File: src/sv/bpc_pkg.sv
// Shared types and constants for the button press classifier.
// No dependencies.
package bpc_pkg;

  localparam int unsigned NumButtonsDefault = 3;
  localparam int unsigned CountW = 16;
  localparam int unsigned LimitW = 10;
  localparam int unsigned CfgIdxW = 1;
  localparam int unsigned CfgDataW = 16;
  localparam int unsigned IdW = 2;

  localparam logic [LimitW-1:0] LongPressLimitRst = LimitW'(64);
  localparam logic [CountW-1:0] FailsafeLimitRst = CountW'(128 * 20);

  // register indexes on the configuration port
  localparam logic [CfgIdxW-1:0] RegLongPressLimit = 1'd0;
  localparam logic [CfgIdxW-1:0] RegFailsafeLimit = 1'd1;

  typedef enum logic {
    CMD_TICK = 1'b0,
    CMD_EDGE = 1'b1
  } cmd_e;

  typedef enum logic [1:0] {
    KIND_DOWN       = 2'd0,
    KIND_SHORT_UP   = 2'd1,
    KIND_LONG_PRESS = 2'd2,
    KIND_LONG_UP    = 2'd3
  } kind_e;

  typedef struct packed {
    cmd_e           cmd;
    logic [IdW-1:0] button_id;
    logic           btn_level;
  } item_t;

  typedef struct packed {
    logic           valid;
    logic [IdW-1:0] button;
    kind_e          kind;
  } result_t;

endpackage

File: src/sv/button_press_classifier.sv
// Top level of the button press classifier: input register, core, result register.
// Depends on bpc_pkg and bpc_core.
//
//  channel   direction  payload
//  s_axis    in         tdata: button_id, btn_level; tuser: cmd
//  m_axis    out        tdata: event_button; tuser: event_kind
//  cfg       in         cfg_idx_i selects register, cfg_data_i value
//
// one item per cycle sustained while the result register is free; each item is held in the
// input register, and an item with a result leaves through the result register.
// the per-item update of counter and stamps is combinational compare/add logic.
// reset clears counter, stamps, tick enable and both limits to their defaults.
// a stalled result holds the core; the input register still takes one more item.
module button_press_classifier import bpc_pkg::*; #(
  parameter int unsigned NumButtons = NumButtonsDefault
) (
  input  logic                clk_i,
  input  logic                rst_ni,
  input  logic                s_axis_tvalid,
  output logic                s_axis_tready,
  input  logic [7:0]          s_axis_tdata,   // [1:0] button_id, [2] btn_level
  input  logic                s_axis_tuser,   // [0] cmd
  output logic                m_axis_tvalid,
  input  logic                m_axis_tready,
  output logic [7:0]          m_axis_tdata,   // [1:0] event_button
  output logic [1:0]          m_axis_tuser,   // [1:0] event_kind
  input  logic                cfg_we_i,
  input  logic [CfgIdxW-1:0]  cfg_idx_i,
  input  logic [CfgDataW-1:0] cfg_data_i
);

  logic    in_vld_q;
  item_t   in_q;
  logic    out_vld_q;
  result_t out_q;
  logic    out_free;
  logic    fire;
  result_t res;

  assign out_free      = !out_vld_q || m_axis_tready;
  assign fire          = in_vld_q && out_free;
  assign s_axis_tready = !in_vld_q || fire;

  always_ff @(posedge clk_i or negedge rst_ni) begin
    if (!rst_ni) begin
      in_vld_q <= 1'b0;
    end else if (s_axis_tready) begin
      in_vld_q <= s_axis_tvalid;
    end
  end

  always_ff @(posedge clk_i) begin
    if (s_axis_tvalid && s_axis_tready) begin
      in_q <= '{cmd: cmd_e'(s_axis_tuser), button_id: s_axis_tdata[1:0],
                btn_level: s_axis_tdata[2]};
    end
  end

  bpc_core #(
    .NumButtons(NumButtons)
  ) u_core (
    .clk_i      (clk_i),
    .rst_ni     (rst_ni),
    .cfg_we_i   (cfg_we_i),
    .cfg_idx_i  (cfg_idx_i),
    .cfg_data_i (cfg_data_i),
    .fire_i     (fire),
    .item_i     (in_q),
    .res_o      (res)
  );

  always_ff @(posedge clk_i or negedge rst_ni) begin
    if (!rst_ni) begin
      out_vld_q <= 1'b0;
    end else if (out_free) begin
      out_vld_q <= fire && res.valid;
    end
  end

  always_ff @(posedge clk_i) begin
    if (fire && res.valid && out_free) begin
      out_q <= res;
    end
  end

  assign m_axis_tvalid = out_vld_q;
  assign m_axis_tdata  = {6'b0, out_q.button};
  assign m_axis_tuser  = out_q.kind;

  a_rise_needs_fire: assert property (@(posedge clk_i) disable iff (!rst_ni)
    $rose(out_vld_q) |-> $past(fire))
    else $error("result appeared without a processed item");

  a_result_lands: assert property (@(posedge clk_i) disable iff (!rst_ni)
    fire && res.valid |=> out_vld_q)
    else $error("result of a processed item was dropped");

  a_accept_loads: assert property (@(posedge clk_i) disable iff (!rst_ni)
    s_axis_tvalid && s_axis_tready |=> in_vld_q)
    else $error("accepted transaction not held in the input register");

endmodule

File: src/sv/bpc_core.sv
// Classifier state: tick counter, press stamps, tick enable and config registers.
// Depends on bpc_pkg.
module bpc_core import bpc_pkg::*; #(
  parameter int unsigned NumButtons = NumButtonsDefault
) (
  input  logic                clk_i,
  input  logic                rst_ni,
  input  logic                cfg_we_i,
  input  logic [CfgIdxW-1:0]  cfg_idx_i,
  input  logic [CfgDataW-1:0] cfg_data_i,
  input  logic                fire_i,
  input  item_t               item_i,
  output result_t             res_o
);

  logic [LimitW-1:0] long_limit_q;
  logic [CountW-1:0] failsafe_q;
  logic [CountW-1:0] cnt_q, cnt_d;
  logic              en_q, en_d;
  logic [CountW-1:0] stamp_q [NumButtons];
  logic [CountW-1:0] stamp_d [NumButtons];

  logic              id_ok;
  logic [CountW-1:0] cnt_inc;
  logic [CountW-1:0] press_base;
  logic [CountW-1:0] sel_stamp;
  logic [CountW-1:0] held;
  logic [CountW-1:0] long_target;
  logic              hit;
  logic [IdW-1:0]    hit_id;
  logic              others_held;
  result_t           res;

  always_ff @(posedge clk_i or negedge rst_ni) begin
    if (!rst_ni) begin
      long_limit_q <= LongPressLimitRst;
      failsafe_q   <= FailsafeLimitRst;
    end else if (cfg_we_i) begin
      unique case (cfg_idx_i)
        RegLongPressLimit: long_limit_q <= cfg_data_i[LimitW-1:0];
        RegFailsafeLimit:  failsafe_q   <= cfg_data_i[CountW-1:0];
        default: ;
      endcase
    end
  end

  assign id_ok       = 32'(item_i.button_id) < NumButtons;
  assign cnt_inc     = cnt_q + CountW'(1);
  assign press_base  = en_q ? cnt_q : '0;
  assign long_target = CountW'(long_limit_q) + CountW'(1);
  assign held        = cnt_q - sel_stamp;

  always_comb begin
    sel_stamp   = '0;
    hit         = 1'b0;
    hit_id      = '0;
    others_held = 1'b0;
    for (int unsigned i = 0; i < NumButtons; i++) begin
      if (32'(item_i.button_id) == i) begin
        sel_stamp = stamp_q[i];
      end else if (stamp_q[i] != '0) begin
        others_held = 1'b1;
      end
      // later buttons win: a higher index overrides a lower one
      if (stamp_q[i] != '0 && (cnt_inc - stamp_q[i]) == long_target) begin
        hit    = 1'b1;
        hit_id = IdW'(i);
      end
    end
  end

  always_comb begin
    cnt_d = cnt_q;
    en_d  = en_q;
    for (int unsigned i = 0; i < NumButtons; i++) begin
      stamp_d[i] = stamp_q[i];
    end
    res = '{valid: 1'b0, button: item_i.button_id, kind: KIND_DOWN};
    if (item_i.cmd == CMD_TICK) begin
      if (en_q) begin
        cnt_d = cnt_inc;
        if (cnt_inc >= failsafe_q) begin
          en_d = 1'b0;
        end
        res = '{valid: hit, button: hit_id, kind: KIND_LONG_PRESS};
      end
    end else if (id_ok) begin
      if (item_i.btn_level) begin
        cnt_d = press_base;
        en_d  = 1'b1;
        for (int unsigned i = 0; i < NumButtons; i++) begin
          if (32'(item_i.button_id) == i) begin
            stamp_d[i] = press_base + CountW'(1);
          end
        end
        res = '{valid: 1'b1, button: item_i.button_id, kind: KIND_DOWN};
      end else begin
        for (int unsigned i = 0; i < NumButtons; i++) begin
          if (32'(item_i.button_id) == i) begin
            stamp_d[i] = '0;
          end
        end
        if (!others_held) begin
          en_d = 1'b0;
        end
        res.valid = 1'b1;
        res.kind  = (held > CountW'(long_limit_q)) ? KIND_LONG_UP : KIND_SHORT_UP;
      end
    end
  end

  always_ff @(posedge clk_i or negedge rst_ni) begin
    if (!rst_ni) begin
      cnt_q <= '0;
      en_q  <= 1'b0;
      for (int unsigned i = 0; i < NumButtons; i++) begin
        stamp_q[i] <= '0;
      end
    end else if (fire_i) begin
      cnt_q <= cnt_d;
      en_q  <= en_d;
      for (int unsigned i = 0; i < NumButtons; i++) begin
        stamp_q[i] <= stamp_d[i];
      end
    end
  end

  assign res_o = res;

  a_press_enables: assert property (@(posedge clk_i) disable iff (!rst_ni)
    fire_i && item_i.cmd == CMD_EDGE && item_i.btn_level && id_ok |=> en_q)
    else $error("tick source not running after a press");

  a_idle_tick_holds: assert property (@(posedge clk_i) disable iff (!rst_ni)
    fire_i && item_i.cmd == CMD_TICK && !en_q |=> $stable(cnt_q))
    else $error("counter moved on a tick while stopped");

  a_long_press_on_tick: assert property (@(posedge clk_i) disable iff (!rst_ni)
    fire_i && res.valid && res.kind == KIND_LONG_PRESS |-> item_i.cmd == CMD_TICK)
    else $error("long press reported on a button edge");

endmodule
File: config.mk
export PLATFORM = sky130hd
export DESIGN_NAME = button_press_classifier
export DESIGN_NICKNAME = d
export VERILOG_FILES = /design/src/sv/bpc_pkg.sv /design/src/sv/button_press_classifier.sv /design/src/sv/bpc_core.sv
export SDC_FILE = /design/constraint.sdc
export NUM_CORES = 1
export LEC_CHECK = 0
export BUFFER_PORTS_ARGS = -buffer_cell sky130_fd_sc_hd__buf_2
export CORE_MARGIN = 2
export CORE_UTILIZATION = 68
export CTS_CLUSTER_SIZE = 30
export DETAILED_ROUTE_END_ITERATION = 16
export GPL_TIMING_DRIVEN = 0
export HOLD_SLACK_MARGIN = 0.05
export PLACE_DENSITY_LB_ADDON = 0.2
export SETUP_SLACK_MARGIN = 0.5
export SLEW_MARGIN = 20
export SYNTH_ARGS = -nofsm -noshare
export SYNTH_HDL_FRONTEND = slang
export SYNTH_HIERARCHICAL = 1
export SYNTH_SLANG_ARGS = --single-unit
File: constraint.sdc
create_clock -name clk_i -period 14.05 [get_ports clk_i]
set_clock_uncertainty 0.2 [all_clocks]
set_input_delay 0.7025 -clock clk_i [delete_from_list [all_inputs] [get_ports clk_i]]
set_output_delay 0.7025 -clock clk_i [all_outputs]
set_load 0.02 [all_outputs]
Word-level counts from Yosys, hierarchy flattened
Index checks and enable logic that the tools add are counted.
{"block": "word_totals", "ramBits": 0, "mem_bits_ro": 0, "register_bits": 101, "out_inout_bits": 12, "memories": 0, "wordCells": 93, "latchBits": 0, "in_bits": 31}
{"block": "op_classes", "mux": 37, "eq_ne": 8, "n_lt_le_gt_ge": 3, "n_mul": 0, "n_reduce_logical": 23, "add_sub_neg": 7, "n_div": 0, "n_bitwise": 1, "shifts": 0}
{"operator": "16-bit 2-to-1 mux", "n": 14}
{"operator": "16-bit subtractor", "n": 4}
{"operator": "16-bit == test", "n": 3}
{"operator": "48-bit 2-to-1 mux", "n": 1}
{"operator": "16-bit nonzero test", "n": 3}
{"operator": "16-bit by 1-bit adder with 16-bit output, second input constant", "n": 2}
{"operator": "16-bit >= comparator", "n": 1}
{"operator": "16-bit by 10-bit greater-than comparator with 1-bit output", "n": 1}
{"operator": "1-bit 2-to-1 mux", "n": 16}
{"operator": "4-bit AND reduction", "n": 4}
{"operator": "5-bit 2-to-1 mux", "n": 3}
{"operator": "10-bit by 1-bit adder with 11-bit output, second input constant", "n": 1}
{"operator": "1-bit logical AND", "n": 7}
{"operator": "2-bit 2-to-1 mux", "n": 3}
{"operator": "2-bit AND reduction", "n": 2}
{"operator": "3-bit != test, second input constant", "n": 1}
{"operator": "3-bit AND reduction", "n": 1}
{"operator": "2-bit by 1-bit == test with 1-bit output, second input constant", "n": 1}
{"operator": "2-bit == test, second input constant", "n": 1}
{"operator": "1-bit zero test", "n": 2}
{"operator": "2-bit zero test", "n": 1}
{"operator": "1-bit logical OR", "n": 2}
{"operator": "2-bit < comparator, second input constant", "n": 1}
{"operator": "2-bit by 1-bit != test with 1-bit output, second input constant", "n": 1}
{"operator": "3 further kinds", "n": 3}

Depth between registers and ports, before layout
{"block": "depth", "depth_word": 12, "depth_mapped": 21, "ltp_nobuf": 19}

Cells and area by module
The synthesis kept the hierarchy.
{"module": "bpc_core", "cells_each": 1079, "seq_area_each_um2": 2280.9, "area_per_inst_um2": 8759.7, "n_inst": 1}
{"module": "button_press_classifier", "cells_each": 25, "seq_area_each_um2": 290.3, "area_per_inst_um2": 400.4, "n_inst": 1}

Worst setup path after synthesis
Ideal clock, no wire load.
{"block": "synth_timing", "path_kind": "register to register", "from": "register in_q[1] (netlist bit)", "to": "register out_q (netlist bit m_axis_tuser[1]), data pin", "arrival_time_ns": 4.229, "n_path_buf": 3, "path_stages_with_launch": 22, "synth_period_minus_slack_ns": 4.695, "setup_time_ns": 0.265, "required_time_ns": 13.585, "path_slack_ns": 9.355, "path_cell_list": "edfxtp_1 -> clkbuf_1 -> buf_1 -> clkbuf_1 -> mux2i_1 -> o21ai_0 -> ha_1 -> fa_1 -> nor2b_1 -> o21a_1 -> o21ai_0 -> a21boi_0 -> o41ai_1 -> xnor2_1 -> ha_1 -> and3_1 -> nand3_1 -> o211ai_1 -> a21oi_1 -> o2111ai_1 -> a211oi_1 -> a31oi_1"}
{"element": "start: declaration", "line_no": "button_press_classifier.sv:33", "source": "item_t in_q;"}
{"element": "start signal: assignment", "line_no": "button_press_classifier.sv:54", "source": "in_q <= '{cmd: cmd_e'(s_axis_tuser), button_id: s_axis_tdata[1:0],"}
{"element": "end signal: assignment", "line_no": "button_press_classifier.sv:82", "source": "out_q <= res;"}
{"element": "end: declaration", "line_no": "button_press_classifier.sv:35", "source": "result_t out_q;"}

==> metrics.md <==
| Metric | Value |
|---|---|
| Register bit total from synthesis | 101 |
| Final count of hold timing violations | 0 |
| Hold path cells | 1 |
| Final Max Tran Viols | 0 |
| Endpoints failing setup | 0 |
| Comb power frac | 57.9% |
| Reg clk slew, reported paths | 0.08 ns |
| Min Tclk post-route | 6.575 ns |
| Row cnt | 42 |
| Routability cong. | 0.9747 |
| Largest net degree at the start of global routing | 80 |
| DPL Wire Length | 21100 µm |
| Share of layout cells above drive strength 1 | 9.067% |
| Core Region | 13190 µm² |
| Hold Crit Endpoint | u_core/failsafe_q[3] |
| H-tree levels | 3 |
| Max frequency | ~150 MHz |
| # port buffers | 31 |
| Synth cell types | 77 |
| DIE HEIGHT | 120.1 µm |
| CP peak stage delay | between 1 and 1.5 ns |
| Worst slew margin | 7.221% |
| Worst min-delay path category | flop to flop |
| Post-synth ARST share | between 90% and 100% |
| Clk_lat worst skew | between 0.3 and 0.4 ns |
| Total global routing overflow | 0 |
| RSZ-0062 raised after global routing | false |
| DIE AREA | roughly 14000 µm² |
| Worst vdd ir | 0.0001265 V |
| Avg WL per Cell | between 20 and 25 µm |
| RR Endpoint | m_axis_tuser[0] |
| CTS tree | yes |
| DR vias/cell | roughly 6.5 |
| CTS root buffer | clkbuf_16 |
| Mapped Area | 9160 µm² |
| Final non-filler cell total | 1334 |
| Req. time, crit path | 13.85 ns |
| Final ANT Viol Nets | 0 |
| Vias in the first global route | 8028 |
| Sequential share of power | 24.5% |
| TritonCTS Buffers | 9 |
| Worst setup SP type | flop |
| Syn. warnings | 6 |
| Initial core utilization | 69.45% |
| CP max stage cell | xnor2_1 |
| Reg2Reg Setup Slack | 7.48 ns |
| Critical R2R Launch | u_core/cnt_q[0] |
| Layout Nets | 1277 |
| Io pins | 43 |
| Status | complete, no violations |
| Tcrit/Tclk final | 46.79% |
| Worst-margin pin slew | approximately 1.4 ns |
| Most used DFF post-synth | dfrtp_1 |
| Syn Area/Cell | ~8.3 µm² |
| Clock Path Buffers | 2 |
| 1st-pass router iterations | 6 |
| Kind of end point of the critical path | flop |
| Area delta synth->final | 8.141% |
| First-pass GRT wire length | between 40000 and 50000 µm |
| Worst EP arrival | 6.38 ns |
| Max-cap viol count | 0 |
| P_leak | 4.481 nW |
| R2R cell count | 16 |
| Maximum fanout along the worst path | 10 |
| Hold path start | u_core/failsafe_q[3] |
| Clock sinks | 101 |
| Die width | 120.1 µm |
| Initial drt markers | 1059 |
| Switching Share | 42.75% |
| DR DRC count | 0 |
| Vias | ~8600 |
| P_int | between 800 and 900 µW |
| Placed instance count | 1317 |
| Antenna fix cells | 0 |
| Syn Inst Count | between 1000 and 1500 |
| Crit-path cells | ha_1 -> clkbuf_1 -> nand2_1 -> xnor2_1 -> ha_1 -> and4_1 -> and3_1 -> and3_1 -> a2111oi_0 -> o21ba_2 -> xnor2_1 -> nor4_1 -> o21ai_0 -> nand2_1 -> nand2_1 -> nor2b_1 |
| Net switching power figure | 613.6 µW |
| Initial antenna violation count | 0 |
| Register area share after synthesis | between 20% and 30% |
| Clock power frac | between 10% and 20% |
| Crit Path Category | flop to flop |
| Final setup TNS | 0 ns |
| CTS resizes | 0 |
| GR Util All Layers | approximately two fifths |
| Worst path most repeated cell | nand2_1 |
| Pwr dens | roughly 140 nW/µm² |
| Post-synth EDFFs | 8 |
| Final wirelength | 27710 µm |
==> worst max-delay path: cells and delay by family (launching register included) <==
kind                       cells  cell delay [ns]
AOI/OAI and AO/OA              3             0.91
buffers and inverters          1             0.32
adders and majority gates      2             0.71
DFF                            1             0.63
xor gates and xnor gates       2             1.18
and+or+nand+nor                8             2.28
==> kinds of logic (layout without fill, tap and decap cells) <==
group | Yosys count | count (layout) | share of synthesized area, %
buffers and inverters | 135 | 184 | 5.942
xor gates and xnor gates | 98 | 98 | 10.23
AOI/OAI and AO/OA | 275 | 275 | 18.69
adders and majority gates | 93 | 93 | 13.03
and+or+nand+nor | 365 | 365 | 19.82
DFF | 101 | 101 | 28.07
other | 1 | 6 | 0.04094
muxes | 36 | 36 | 4.180
==> worst max path at each step <==
stage	from	end	slack [ns]
global route	u_core/cnt_q[0]	m_axis_tuser[0]	7.43
global placement	u_core/cnt_q[0]	m_axis_tdata[0]	7.89
CTS	u_core/cnt_q[0]	m_axis_tuser[0]	7.79
finish	u_core/cnt_q[0]	m_axis_tuser[0]	7.48
detailed placement	u_core/cnt_q[0]	m_axis_tdata[0]	7.77
floorplan	in_q[1]	m_axis_tuser[1]	9.36
==> state kept, by name (all words and copies together), names as in the netlist <==
register	count
in_q	4
in_vld_q	1
m_axis_tdata	2
m_axis_tuser	2
m_axis_tvalid	1
u_core/cnt_q	16
u_core/en_q	1
u_core/failsafe_q	16
u_core/long_limit_q	10
u_core/stamp_q	48
==> routing by layer <==
metal  track usage, %  vias up  share of wire, %
li1                 -     3989                 -
met1            53.53     4104                41
met2            61.15      457                45
met3            7.367       77               9.4
met4            17.72        0               4.7
met5                0        -                 0
==> final cells by class <==
type,instances,area (µm²)
plain buffers,48,217.7
clock buffers,10,239.0
clock inverters,6,61.31
fillers,1010,3284
inverters,87,326.6
multi-input cells,873,6071
flip-flops and latches,101,2571
well taps,176,220.2
repair buffers,33,198.9
==> placed cells by master (no fill, tap or decap), types with 31 or more instances in the layout <==
cell | netlist | routed
nor2_1 | 61 | 61
o21ai_0 | 111 | 111
clkbuf_1 | 31 | 31
xnor2_1 | 68 | 67
ha_1 | 89 | 89
buf_2 | 6 | 36
inv_1 | 87 | 87
a21oi_1 | 50 | 50
dfrtp_1 | 90 | 90
nand2_1 | 140 | 140
==> stage by stage <==
stage | area, µm² | power [mW] | hold WS (ns) | utilization, % | worst slack, ns
after floorplan | 9179 | 0.9871 | 0.2069 | - | 9.355
after detailed placement | 9588 | 1.169 | 0.2984 | 72.69 | 7.767
after global placement | 9554 | 1.146 | 0.2891 | 72.43 | 7.892
after CTS | 9898 | 1.424 | 0.3153 | 75.04 | 7.790
after global routing | 9906 | 1.539 | 0.3163 | 75.10 | 7.428
final | 9906 | 1.435 | 0.3126 | 75.10 | 7.475
==> synth_stat cells (4+ instances only) <==
master	instances	area (µm²)
a22o_1	7	61.31
edfxtp_1	8	240.2
nor3_1	17	85.08
o21a_1	7	52.55
buf_2	6	30.03
o21bai_1	7	52.55
a31oi_1	7	43.79
mux2_2	18	202.7
nor2b_1	17	106.4
nor2_1	61	229.0
nand3_1	24	120.1
clkbuf_1	31	116.4
buf_4	7	52.55
or3_1	5	31.28
dfrtp_1	90	2252
a211oi_1	14	105.1
nor4_1	16	100.1
nand2b_1	20	125.1
mux2i_1	18	180.2
a2111oi_0	4	35.03
xnor2_1	68	595.6
xor2_1	24	210.2
and3_1	10	62.56
or4_1	4	30.03
xnor3_1	4	90.09
a21oi_1	50	250.2
a21o_1	14	105.1
o31ai_1	5	37.54
and4_1	5	43.79
and2_1	9	56.30
nand4_1	20	125.1
a21boi_0	6	45.04
inv_1	87	326.6
ha_1	89	1114
or2_2	6	37.54
nand2_1	140	525.5
fa_1	4	80.08
o21ai_0	111	555.5
==> timing repair <==
| action | in CTS | in global routing |
|---|---|---|
| endpoints found under the hold margin | 13 | 0 |
| buffers inserted | 0 | 0 |
| hold buffers | 1 | 0 |
==> power by group through the flow <==
stage / Combinational [mW] / Clock, mW / Sequential [mW]
3_3_place_gp: 0.791 / 0 / 0.355
3_5_place_dp: 0.814 / 0 / 0.356
2_1_floorplan: 0.641 / 0 / 0.346
5_1_grt: 0.920 / 0.265 / 0.355
6_report: 0.832 / 0.253 / 0.351
4_1_cts: 0.821 / 0.253 / 0.350
(Power assumes the default switching activity.)
